[src/design/tcbe_pkg.sv]
`default_nettype none

package tcbe_pkg;

    // default store size, in cells
    localparam int TEXT_CELLS_DEF = 8192;

    // address arithmetic: columns*row+col plus a run of up to 255 cells
    localparam int BASE_W = 16;
    localparam int OFF_W  = 9;
    localparam int CALC_W = 17;

    // command queue between front and back
    localparam int QUEUE_DEPTH = 2;
    localparam int QPTR_W      = (QUEUE_DEPTH > 1) ? $clog2(QUEUE_DEPTH) : 1;
    localparam int QCNT_W      = $clog2(QUEUE_DEPTH + 1);

    // operation codes
    localparam logic [2:0] OP_PUT    = 3'd0;
    localparam logic [2:0] OP_REPEAT = 3'd1;
    localparam logic [2:0] OP_CLEAR  = 3'd2;
    localparam logic [2:0] OP_READ   = 3'd3;
    localparam logic [2:0] OP_SETCUR = 3'd4;

    // configuration register indexes
    localparam logic [1:0] CFG_COLUMNS   = 2'd0;
    localparam logic [1:0] CFG_ROWS      = 2'd1;
    localparam logic [1:0] CFG_TEXT_ATTR = 2'd2;

    localparam logic [7:0] COLUMNS_RST   = 8'd80;
    localparam logic [7:0] ROWS_RST      = 8'd25;
    localparam logic [7:0] TEXT_ATTR_RST = 8'd15;

    // control characters
    localparam logic [7:0] CH_BEL   = 8'h07;
    localparam logic [7:0] CH_BS    = 8'h08;
    localparam logic [7:0] CH_TAB   = 8'h09;
    localparam logic [7:0] CH_LF    = 8'h0A;
    localparam logic [7:0] CH_CR    = 8'h0D;
    localparam logic [7:0] CH_SPACE = 8'h20;

    typedef struct packed {
        logic [2:0] operation;
        logic [7:0] char_code;
        logic [7:0] attr_value;
        logic       keep_attr;
        logic [7:0] col;
        logic [7:0] row;
        logic [7:0] col_end;
        logic [7:0] row_end;
        logic [7:0] count;
    } cmd_t;

    typedef struct packed {
        logic [7:0] char_out;
        logic [7:0] attr_out;
        logic [7:0] cursor_col;
        logic [7:0] cursor_row;
        logic       clipped;
    } res_t;

    // what the front decided a command is
    typedef enum logic [3:0] {
        K_PRINT,
        K_BS,
        K_TAB,
        K_LF,
        K_CR,
        K_NOP,
        K_REP,
        K_CLR,
        K_READ,
        K_SETCUR
    } kind_t;

    typedef struct packed {
        kind_t      kind;
        logic [7:0] char_code;
        logic [7:0] attr_value;
        logic       keep_attr;
        logic [7:0] col;
        logic [7:0] row;
        logic [7:0] col_end;
        logic [7:0] row_end;
        logic [7:0] count;
    } qent_t;

    typedef enum logic [3:0] {
        ST_SWEEP,
        ST_IDLE,
        ST_MUL,
        ST_PUT,
        ST_REP,
        ST_REP_WR,
        ST_CLR,
        ST_RD,
        ST_RD_WAIT
    } bstate_t;

endpackage

`default_nettype wire

[src/design/tcbe_front.sv]
`default_nettype none

module tcbe_front
(
    input  wire logic           clk,
    input  wire logic           rst_n,
    input  wire logic           start,
    input  wire tcbe_pkg::cmd_t cmd,
    output logic                busy,
    input  wire logic           sweeping,
    output logic                q_valid,
    output tcbe_pkg::qent_t     q_data,
    input  wire logic           pop
);

    tcbe_pkg::qent_t                  entry;
    tcbe_pkg::qent_t                  q_mem_reg [tcbe_pkg::QUEUE_DEPTH];
    logic [tcbe_pkg::QPTR_W-1:0]      wr_ptr_reg, wr_ptr_next;
    logic [tcbe_pkg::QPTR_W-1:0]      rd_ptr_reg, rd_ptr_next;
    logic [tcbe_pkg::QCNT_W-1:0]      cnt_reg, cnt_next;
    logic                             push;
    logic                             do_pop;

    // classify
    always_comb
    begin
        entry.char_code  = cmd.char_code;
        entry.attr_value = cmd.attr_value;
        entry.keep_attr  = cmd.keep_attr;
        entry.col        = cmd.col;
        entry.row        = cmd.row;
        entry.col_end    = cmd.col_end;
        entry.row_end    = cmd.row_end;
        entry.count      = cmd.count;
        priority if (cmd.operation == tcbe_pkg::OP_PUT)
        begin
            priority if (cmd.char_code == tcbe_pkg::CH_BS)
                entry.kind = tcbe_pkg::K_BS;
            else if (cmd.char_code == tcbe_pkg::CH_TAB)
                entry.kind = tcbe_pkg::K_TAB;
            else if (cmd.char_code == tcbe_pkg::CH_LF)
                entry.kind = tcbe_pkg::K_LF;
            else if (cmd.char_code == tcbe_pkg::CH_CR)
                entry.kind = tcbe_pkg::K_CR;
            else if (cmd.char_code == tcbe_pkg::CH_BEL)
                entry.kind = tcbe_pkg::K_NOP;
            else
                entry.kind = tcbe_pkg::K_PRINT;
        end
        else if (cmd.operation == tcbe_pkg::OP_REPEAT)
            entry.kind = tcbe_pkg::K_REP;
        else if (cmd.operation == tcbe_pkg::OP_CLEAR)
            entry.kind = tcbe_pkg::K_CLR;
        else if (cmd.operation == tcbe_pkg::OP_READ)
            entry.kind = tcbe_pkg::K_READ;
        else if (cmd.operation == tcbe_pkg::OP_SETCUR)
            entry.kind = tcbe_pkg::K_SETCUR;
        else
            entry.kind = tcbe_pkg::K_NOP;
    end

    assign busy    = sweeping || (cnt_reg == tcbe_pkg::QCNT_W'(tcbe_pkg::QUEUE_DEPTH));
    assign push    = start && !busy;
    assign q_valid = (cnt_reg != '0);
    assign do_pop  = pop && q_valid;
    assign q_data  = q_mem_reg[rd_ptr_reg];

    always_comb
    begin
        wr_ptr_next = wr_ptr_reg;
        rd_ptr_next = rd_ptr_reg;
        cnt_next    = cnt_reg;
        if (push)
            wr_ptr_next = (wr_ptr_reg == tcbe_pkg::QPTR_W'(tcbe_pkg::QUEUE_DEPTH - 1)) ?
                          '0 : wr_ptr_reg + 1'b1;
        if (do_pop)
            rd_ptr_next = (rd_ptr_reg == tcbe_pkg::QPTR_W'(tcbe_pkg::QUEUE_DEPTH - 1)) ?
                          '0 : rd_ptr_reg + 1'b1;
        if (push && !do_pop)
            cnt_next = cnt_reg + 1'b1;
        else if (do_pop && !push)
            cnt_next = cnt_reg - 1'b1;
    end

    always_ff @(posedge clk or negedge rst_n)
    begin
        if (!rst_n)
        begin
            wr_ptr_reg <= '0;
            rd_ptr_reg <= '0;
            cnt_reg    <= '0;
        end
        else
        begin
            wr_ptr_reg <= wr_ptr_next;
            rd_ptr_reg <= rd_ptr_next;
            cnt_reg    <= cnt_next;
        end
    end

    always_ff @(posedge clk)
    begin
        if (push)
            q_mem_reg[wr_ptr_reg] <= entry;
    end

endmodule

`default_nettype wire

[config.mk]
export PLATFORM = sky130hd
export DESIGN_NAME = tcbe_front
export DESIGN_NICKNAME = d
export VERILOG_FILES = /design/src/design/tcbe_pkg.sv /design/src/design/tcbe_front.sv
export SDC_FILE = /design/constraint.sdc
export NUM_CORES = 1
export LEC_CHECK = 0
export BUFFER_PORTS_ARGS = -buffer_cell sky130_fd_sc_hd__buf_2
export CAP_MARGIN = 25
export CORE_UTILIZATION = 30
export CTS_CLUSTER_SIZE = 20
export DETAILED_ROUTE_END_ITERATION = 10
export GPL_ROUTABILITY_DRIVEN = 1
export PLACE_DENSITY = 0.61
export REMOVE_ABC_BUFFERS = 1
export SLEW_MARGIN = 30
export SYNTH_ARGS = -nofsm -noshare
export SYNTH_HDL_FRONTEND = slang
export SYNTH_SLANG_ARGS = --single-unit
[constraint.sdc]
create_clock -name clk -period 3.8 [get_ports clk]
set_clock_uncertainty 0.2 [all_clocks]
set_input_delay 0.38 -clock clk [delete_from_list [all_inputs] [get_ports clk]]
set_output_delay 0.38 -clock clk [all_outputs]
set_load 0.02 [all_outputs]
After elaboration in Yosys (flattened, before gate mapping) --
Memories as Yosys holds them, arrays and structs flattened. Cells that the tools add are included.
Storage, ports and cells: logic and storage cells 45, RAM bits 122, output and inout port bits 63, input bits 65, memories kept 1, flip-flop bits (word level) 4
Cells by class: reduce and logical (&&, ||, !) cells 11, mux-type cells 16, add/subtract/negate cells 4, equal/unequal tests 10
Memories:
- q_mem_reg | words 2, bits a word 61, rd ports 1, clocked after memory_dff 0, write ports 1, line tcbe_front.sv:17 | tcbe_pkg::qent_t q_mem_reg [tcbe_pkg::QUEUE_DEPTH];
Operators by type and width (number):
- $eq 8x4->1 const B | 4
- $mux 4 | 6
- $mux 3 | 4
- $eq 8x3->1 const B | 1
- $eq 3x2->1 const B | 2
- $logic_and 1x1->1 | 4
- $mux 1 | 4
- $mux 2 | 2
- $reduce_bool 2->1 | 2
- $eq 3x1->1 const B | 1
- $eq 3x3->1 const B | 1
- $logic_not 1->1 | 3
- $logic_not 3->1 | 1
- $add 1x1->1 const B | 2
- $add 2x1->2 const B | 1
- $eq 2x2->1 const B | 1
- $sub 2x1->2 const B | 1
- $logic_or 1x1->1 | 1

Longest topological paths before layout --
Gate-level depths: netlist of run 1.
depth in word-level cells 8, mapped depth 7, gate-level depth less buffers 7

Worst setup path before layout of run 1 --
No wires, ideal clock.
path type register -> register, start reg cnt_reg[1] (netlist name), end mem q_mem_reg[0][0] (netlist name), enable pin, required time 3.120 ns, arrival time 3.156 ns, stages on the path, launching flop included 4, path buffers 0, setup time 0.480 ns, period minus slack after synthesis 3.836 ns, setup slack -0.036 ns, path through dfrtp_1 > inv_1 > o211ai_1 > nor2_1
On the way: word-level cells in the longest chain between the ends 6
Ends and longest elaborated chain:
- from (decl) | line tcbe_front.sv:20 | logic [tcbe_pkg::QCNT_W-1:0] cnt_reg, cnt_next;
- from (signal assigned) | line tcbe_front.sv:97 | cnt_reg <= cnt_next;
- $eq 2x2->1 | line tcbe_front.sv:62 | assign busy = sweeping || (cnt_reg == tcbe_pkg::QCNT_W'(tcbe_pkg::QUEUE_DEPTH));
- $logic_or 1x1->1 | line tcbe_front.sv:62
- $logic_not 1->1 | line tcbe_front.sv:63 | assign push = start && !busy;
- $logic_and 1x1->1 | line tcbe_front.sv:63
- $mux 1 | line tcbe_front.sv:103 | if (push)
- $mux 1 (not written as such) | line tcbe_front.sv:104 | q_mem_reg[wr_ptr_reg] <= entry;
- to (decl) | line tcbe_front.sv:17
Every way passes these cells.

==> results.sh, run 1 <==
export IMPL_clock_sinks=126
export IMPL_avg_cell_area_syn_um2=20.54
export IMPL_timing_final_ws_setup_ns=1.075
export IMPL_power_density_nw_per_um2=701.7
export IMPL_totalNegativeSetupSlack_ns=0
export IMPL_critical_path_max_fanout=32
export IMPL_synth_cell_count_leaders="122 x sky130_fd_sc_hd__edfxtp_1, 61 x sky130_fd_sc_hd__mux2_2, 7 x sky130_fd_sc_hd__clkbuf_1, 6 x sky130_fd_sc_hd__inv_1, 6 x sky130_fd_sc_hd__xnor2_1"
export IMPL_final_min_period_over_clock_period=0.7171
export IMPL_part_of_the_yosys_area_used_for_sequential_elements=0.8000
export IMPL_final_cells=653
export IMPL_layout_drive_gt1_share=0.5136
export IMPL_grt_pass1_vias=2870
export IMPL_yosys_cell_types_count=23
export IMPL_place_worst_setup_slack_ns=1.382
export IMPL_htree_levels=4
export IMPL_maximum_capacitance_violations=0
export IMPL_wirelength_mm=8.976
export IMPL_viasPerCell=4.132
export IMPL_n_fill_cell=1370
export IMPL_static_leakage_power_nw=2.591
export IMPL_grt_antenna_before_repair=0
export IMPL_largest_reg_flops=122
export IMPL_ys_seq_elements=126
export IMPL_finalSetupViolations=0
export IMPL_critical_path_class="reg2out"
export IMPL_synth_largest_type_area_fraction=0.7787
export IMPL_critical_path_endpoint_type="output port"
export IMPL_timing_critical_path_from_type="register"
export IMPL_place_congestion=0.7198
export IMPL_timing_max_transition_violations_final=0
export IMPL_clock_buffer_count_from_cts=17
export IMPL_die_area_um2=16190
export IMPL_ctsLongestPathBuffers=2
export IMPL_async_flop_share=0.03175
export IMPL_number_of_iterations_in_the_first_detailed_routing_pass=4
export IMPL_area_growth_syn_to_fin_pct=46.12
export IMPL_die_w_um=127.2
export IMPL_synth_edf_count=122
export IMPL_seq_area_um2=3765
export IMPL_gr_ovfl_total=0
export IMPL_hp_class="in2reg"
export IMPL_largest_net_degree_at_the_start_of_global_routing=33
export IMPL_dr_total_vias=2698
export IMPL_detailedPlacementHpwl_mm=5.586
export IMPL_drt_iter0_markers=86
export IMPL_buffer_count_from_post_cts_setup_fixing=0
export IMPL_timing_critical_path_required_ns=3.22
export IMPL_die_height_um=127.2
export IMPL_synth_most_common_cell="sky130_fd_sc_hd__edfxtp_1"
export IMPL_outcome="finished, final reports clean"
export IMPL_critPathMaxStageDelay_ns=0.89
export IMPL_tritoncts_clock_tree="built"
export IMPL_ioPinCount=128
export IMPL_critPathSlowestCell="sky130_fd_sc_hd__dfrtp_2"
export IMPL_synth_warning_count=0
export IMPL_start_util=0.3083
export IMPL_fin_total_pwr_mw=4.824
export IMPL_latest_clock_arrival_within_the_worst_skew_pair_ns=0.40
export IMPL_tightest_slew_ns=0.8119
export IMPL_root_buffer_master="sky130_fd_sc_hd__clkbuf_16"
export IMPL_post_synth_instance_area_um2=4705
export IMPL_clkTransAtPathRegs_ns=0.05
export IMPL_global_route_wire_length_before_repair_mm=13.93
export IMPL_buffer_ports_inserted=127
export IMPL_final_core_util=0.4505
export IMPL_area_of_the_multi_input_gates_um2=900.9
export IMPL_routedWlPerCell_um=13.75
export IMPL_vdd_ir_drop_worst_uv=334.2
export IMPL_max_freq_mhz=367.0
export IMPL_nets=495
export IMPL_placed_cells_incl_taps=563
export IMPL_insertedDiodeCount=0
export IMPL_synth_top_area_cell="sky130_fd_sc_hd__edfxtp_1"
export IMPL_synth_ff_type="sky130_fd_sc_hd__edfxtp_1"
export IMPL_maxSlewHeadroom=0.4587
export IMPL_unrepaired_setup_endpoints_after_global_routing="false"
export IMPL_grtUsageTotal=0.1168
export IMPL_critPathArrivalTime_ns=2.15
export IMPL_synthTopCellsByArea="sky130_fd_sc_hd__edfxtp_1 78%, sky130_fd_sc_hd__mux2_2 15%, sky130_fd_sc_hd__dfrtp_1 2.1%, sky130_fd_sc_hd__xnor2_1 1.1%, sky130_fd_sc_hd__clkbuf_1 0.56%"
export IMPL_placement_rows=45
export IMPL_cp_cell_sequence="buf_12 -> mux2_2 -> buf_2"
export IMPL_report_final_hold_viol_count=0
export IMPL_synthCells=229
export IMPL_antenna_violating_nets_post_route=0
export IMPL_core_area_um2=15260
export IMPL_timing_final_crit_period_ns=2.725
export IMPL_remaining_design_rule_violation_count=0
[area by class of cell]
class                      count  area share
clock inverter                13     0.02839
timing repair buffer         188      0.1882
inverter                       6    0.003276
multi-input combinational     90      0.1311
clock buffer                  19     0.06298
sequential                   126      0.5477
tap                          211     0.03841
[critical path: cells and delay by family (launching register included)]
family,cells,cell delay (ns)
mux,1,0.37
flops,1,0.89
buf+inv,2,0.46
[routing by layer]
layer	global-route usage	part of all wire
met5	0	0
met2	0.2023	0.54
met3	0.04941	0.054
met4	0.04902	0.0097
met1	0.1252	0.40
[cells in the final DEF (no fill, tap or decap), drive strengths merged]
master / n
nand2: 3
clkbuf: 19
and3: 1
edfxtp: 122
o31a: 1
nand2b: 1
nor2: 4
dfrtp: 4
o21a: 1
mux2: 61
ha: 1
inv: 6
o32a: 1
o211ai: 1
or4: 2
or2: 1
clkinv: 7
clkinvlp: 1
xnor2: 6
dlygate4sd3: 57
a21o: 1
bufinv: 5
a21oi: 2
buf: 131
o31ai: 1
xor2: 1
a211oi: 1
[metrics by stage]
| step | hold WS [ns] | cell area, um^2 |
|---|---|---|
| 6_report | 0.02482 | 6874 |
| 5_1_grt | 0.01791 | 6874 |
| 4_1_cts | 0.001743 | 6847 |
| 3_5_place_dp | -0.007378 | 5648 |
| 3_3_place_gp | -0.006794 | 5648 |
| 2_1_floorplan | -0.1156 | 4678 |
[kinds of logic (layout without fill, tap and decap cells)]
family / count (synthesis) / after routing / synth area share
flops: 126 / 126 / 0.8000
mux: 61 / 61 / 0.1460
buf+inv: 13 / 226 / 0.01037
simple gates: 12 / 12 / 0.01357
compound gates: 9 / 9 / 0.01436
xor+xnor: 7 / 7 / 0.01303
fa+ha+maj: 1 / 1 / 0.002659
[power breakdown]
| group | switching, mW | internal, mW | total, mW |
|---|---|---|---|
| registers | 0.120 | 1.73 | 1.85 |
| clock network | 0.551 | 1.15 | 1.71 |
| logic | 0.688 | 0.576 | 1.26 |
| total | 1.36 | 3.46 | 4.82 |
[what timing repair did]
item                      in CTS  in global routing
gates resized for setup        0                  0
hold buffers                  57                  0
hold endpoints to repair     116                  0
[path summary, 6_finish.rpt]
kind,from,to,slack [ns],depth (start not counted)
max reg2reg,cnt_reg[1],q_mem_reg[1][59],1.63,4
max,rd_ptr_reg,q_data[51],1.07,3
min in group asynchronous,rst_n,cnt_reg[0],0.11,2
min reg2reg,wr_ptr_reg,wr_ptr_reg,0.35,1
max in group asynchronous,rst_n,rd_ptr_reg,3.15,2
min,cmd[50],q_mem_reg[1][50],0.02,1
Note: power is estimated with default switching activity, not from simulation.
==> run 2: changes to the inputs <==
--- a/config.mk
+++ b/config.mk
@@ -5,13 +5,14 @@
 export SDC_FILE = /design/constraint.sdc
 export NUM_CORES = 1
 export LEC_CHECK = 0
+export ABC_AREA = 1
 export BUFFER_PORTS_ARGS = -buffer_cell sky130_fd_sc_hd__buf_2
 export CAP_MARGIN = 25
 export CORE_UTILIZATION = 30
 export CTS_CLUSTER_SIZE = 20
 export DETAILED_ROUTE_END_ITERATION = 10
 export GPL_ROUTABILITY_DRIVEN = 1
-export PLACE_DENSITY = 0.61
+export PLACE_DENSITY = 0.59
 export REMOVE_ABC_BUFFERS = 1
 export SLEW_MARGIN = 30
 export SYNTH_ARGS = -nofsm -noshare
==> constraint.sdc (replaced) <==
create_clock -name clk -period 2.7 [get_ports clk]
set_clock_uncertainty 0.2 [all_clocks]
set_input_delay 0.27 -clock clk [delete_from_list [all_inputs] [get_ports clk]]
set_output_delay 0.27 -clock clk [all_outputs]
set_load 0.02 [all_outputs]
==> run 2 against run 1 <==
Synthesized cell count rose by 67%. Highest routed layer unchanged. Utilization fell by 1.3 points. Clock power rose by 29%. Largest cell class unchanged. Cell count rose by 24%. Sequential power rose by 36%. Sequential share of layout area fell by 0.44 points. Synthesized area rose by 3.3%. Clock-buffer cell count rose by 7. Non-clock buffer count rose by 7. Setup slack got worse by 0.46 ns. Via count rose by 24%. First-iteration DRC count rose by 29%.
==> results.sh, run 2 <==
export IMPL_tritoncts_clock_tree="built"
export IMPL_fin_total_pwr_mw=6.890
export IMPL_synth_edf_count=122
export IMPL_max_freq_mhz=479.0
export IMPL_synthCells=382
export IMPL_report_final_hold_viol_count=0
export IMPL_buffer_ports_inserted=127
export IMPL_switchingPower_mw=2.342
export IMPL_die_w_um=129.3
export IMPL_clkTransAtPathRegs_ns=0.05
export IMPL_insertedDiodeCount=0
export IMPL_wirelength_mm=10.15
export IMPL_worst_path_dominant_cell_family="buffers and inverters"
export IMPL_placement_cell_area_um2=5727
export IMPL_power_share_combinational=0.313
export IMPL_clock_buffer_count_from_cts=17
export IMPL_tightest_slew_ns=0.5951
export IMPL_synth_largest_type_area_fraction=0.7541
export IMPL_maxSlewHeadroom=0.6033
export IMPL_commonest_non_fill_non_tap_cell_in_the_layout="sky130_fd_sc_hd__nand2_1"
export IMPL_routedWlPerCell_um=12.49
export IMPL_post_synth_instance_area_um2=4858
export IMPL_hp_class="in2reg"
export IMPL_static_leakage_power_nw=2.964
export IMPL_cp_depth=4
export IMPL_cp_cell_sequence="inv_6 -> nand2_1 -> nand2_1 -> buf_2"
export IMPL_largest_reg_flops=122
export IMPL_detailedPlacementHpwl_mm=6.178
export IMPL_swShare=0.3399
export IMPL_largest_net_degree_at_the_start_of_global_routing=63
export IMPL_r2r_slack_ns=0.77
export IMPL_maximum_capacitance_violations=0
export IMPL_unrepaired_setup_endpoints_after_global_routing="false"
export IMPL_dr_total_vias=3346
export IMPL_ctsLongestPathBuffers=2
export IMPL_number_of_iterations_in_the_first_detailed_routing_pass=4
export IMPL_htree_levels=4
export IMPL_die_area_um2=16710
export IMPL_antenna_violating_nets_post_route=0
export IMPL_start_util=0.3070
export IMPL_r2r_cell_count=5
export IMPL_timing_final_crit_period_ns=2.088
export IMPL_die_height_um=129.3
export IMPL_synth_top_area_cell="sky130_fd_sc_hd__edfxtp_1"
export IMPL_avg_cell_area_syn_um2=12.72
export IMPL_hold_path_startpoint="cmd[59]"
export IMPL_timing_critical_path_from_type="register"
export IMPL_critical_path_max_fanout=62
export IMPL_latest_clock_arrival_within_the_worst_skew_pair_ns=0.41
export IMPL_finalSetupViolations=0
export IMPL_critical_path_endpoint_type="output port"
export IMPL_critPathMaxStageDelay_ns=0.45
export IMPL_power_density_nw_per_um2=994.4
export IMPL_outcome="finished, final reports clean"
export IMPL_yosys_cell_types_count=22
export IMPL_nets=649
export IMPL_layout_cell_area_non_filler_um2=6929
export IMPL_critical_path_top_cell_by_count="sky130_fd_sc_hd__nand2_1"
export IMPL_synth_most_common_cell="sky130_fd_sc_hd__nand2_1"
export IMPL_layout_drive_gt1_share=0.2869
export IMPL_timing_max_transition_violations_final=0
export IMPL_worstSetupEndpoint="q_data[25]"
export IMPL_synth_cell_count_leaders="201 x sky130_fd_sc_hd__nand2_1, 122 x sky130_fd_sc_hd__edfxtp_1, 13 x sky130_fd_sc_hd__inv_1, 7 x sky130_fd_sc_hd__buf_6, 7 x sky130_fd_sc_hd__nor2_1"
export IMPL_remaining_design_rule_violation_count=0
export IMPL_grt_antenna_before_repair=0
export IMPL_critical_path_n_buffers_inverters=2
export IMPL_place_congestion=0.6695
export IMPL_timing_critical_path_from="rd_ptr_reg"
export IMPL_power_report_internal_total_mw=4.549
export IMPL_critPathArrivalTime_ns=1.62
export IMPL_timing_critical_path_required_ns=2.23
export IMPL_synth_warning_count=0
export IMPL_root_buffer_master="sky130_fd_sc_hd__clkbuf_16"
export IMPL_ys_seq_elements=126
export IMPL_viasPerCell=4.121
export IMPL_final_min_period_over_clock_period=0.7732
export IMPL_synthTopCellsByArea="sky130_fd_sc_hd__edfxtp_1 75%, sky130_fd_sc_hd__nand2_1 16%, sky130_fd_sc_hd__dfrtp_1 2.1%, sky130_fd_sc_hd__buf_6 1.6%, sky130_fd_sc_hd__inv_1 1.0%"
export IMPL_core_area_um2=15830
export IMPL_critical_path_reg2reg_startpoint="cnt_reg[0]"
export IMPL_post_cts_resized=0
export IMPL_vdd_ir_drop_worst_uv=540.2
export IMPL_sequentialPowerShare=0.366
export IMPL_area_growth_syn_to_fin_pct=42.62
export IMPL_buffer_count_from_post_cts_setup_fixing=0
export IMPL_placement_rows=46
export IMPL_clock_sinks=126
export IMPL_mostFrequentLayoutCells="201 x sky130_fd_sc_hd__nand2_1, 127 x sky130_fd_sc_hd__buf_2, 122 x sky130_fd_sc_hd__edfxtp_1, 62 x sky130_fd_sc_hd__dlygate4sd3_1, 17 x sky130_fd_sc_hd__clkbuf_16"
export IMPL_async_flop_share=0.03175
export IMPL_part_of_the_yosys_area_used_for_sequential_elements=0.7747
export IMPL_ioPinCount=128
export IMPL_critical_path_class="reg2out"
export IMPL_p_clk_frac=0.321
export IMPL_grtUsageTotal=0.1276
export IMPL_global_route_wire_length_before_repair_mm=15.77
export IMPL_drt_iter0_markers=111
export IMPL_terminus_of_the_critical_flop_to_flop_path="q_mem_reg[0][3]"
export IMPL_grt_pass1_vias=3324
export IMPL_critPathSlowestCell="sky130_fd_sc_hd__dfrtp_2"
export IMPL_gr_ovfl_total=0
export IMPL_synth_ff_type="sky130_fd_sc_hd__edfxtp_1"
==> run 2: cell count changes after synthesis, sizes merged, moves of 4 or more <==
cell	delta
xnor2	-5
a21oi	+4
nand2	+199
buf	+13
nor2	+5
mux2	-61
clkbuf	-7
inv	+10
==> run 2: worst min-delay path by stage <==
stage	endpoint	slack [ns]	depth (start not counted)
after global routing	q_mem_reg[1][60]	0.03	2
final	q_mem_reg[1][60]	0.04	2
after CTS	q_mem_reg[1][60]	0.01	2
after detailed placement	wr_ptr_reg	-0.12	1
after global placement	wr_ptr_reg	-0.12	1
after floorplan	cnt_reg[0]	-0.23	0
==> run 2: timing repair <==
item                                    4_1_cts  5_1_grt
hold buffers                                 62        0
hold endpoints to repair                    121        0
endpoints found under the setup margin        0        0
==> run 2: metal layers <==
layer | share of wire | GRT usage | up-vias
met5 | 0 | 0 | -
met4 | 0.020 | 0.07128 | 0
met3 | 0.044 | 0.04129 | 16
met2 | 0.49 | 0.2170 | 80
met1 | 0.45 | 0.1414 | 1576
li1 | - | - | 1674
==> run 2: area by class of cell <==
class	instances	area, um^2
clock buffers	26	499.2
flip-flops and latches	126	3765
multi-input cells	227	933.4
clock inverters	6	82.58
repair buffers	195	1314
well taps	216	270.3
inverters	16	65.06
fillers	1479	8899
==> run 2: through the flow <==
| step | hold WS [ns] | TNS, ns | setup slack [ns] | util | cells |
|---|---|---|---|---|---|
| after floorplan | -0.2256 | -137.45 | -1.127 | - | 369 |
| after global placement | -0.1200 | 0 | 0.8219 | 0.3618 | 718 |
| after detailed placement | -0.1171 | 0 | 0.7778 | 0.3618 | 718 |
| after CTS | 0.01266 | 0 | 0.5417 | 0.4378 | 812 |
| after global routing | 0.02504 | 0 | 0.4713 | 0.4378 | 812 |
| final | 0.03992 | 0 | 0.6125 | 0.4378 | 812 |
==> run 2: cells by family (layout without fill, tap and decap cells) <==
family / Yosys count / in the layout / share of synthesized area
AND/OR/NAND/NOR: 213 / 213 / 0.1687
flip-flops: 126 / 126 / 0.7747
buffers and inverters: 29 / 243 / 0.03631
AO/OA/AOI/OAI: 9 / 9 / 0.01056
XOR/XNOR: 4 / 4 / 0.007212
adder cells (fa/ha/maj): 1 / 1 / 0.002575
==> run 2: power groups by stage <==
stage	registers (mW)	clock network, mW	logic (mW)
after global routing	2.54	2.34	2.40
after global placement	2.55	0	2.11
final	2.52	2.21	2.16
after floorplan	2.64	0	1.25
after detailed placement	2.56	0	2.13
after CTS	2.53	2.27	2.21
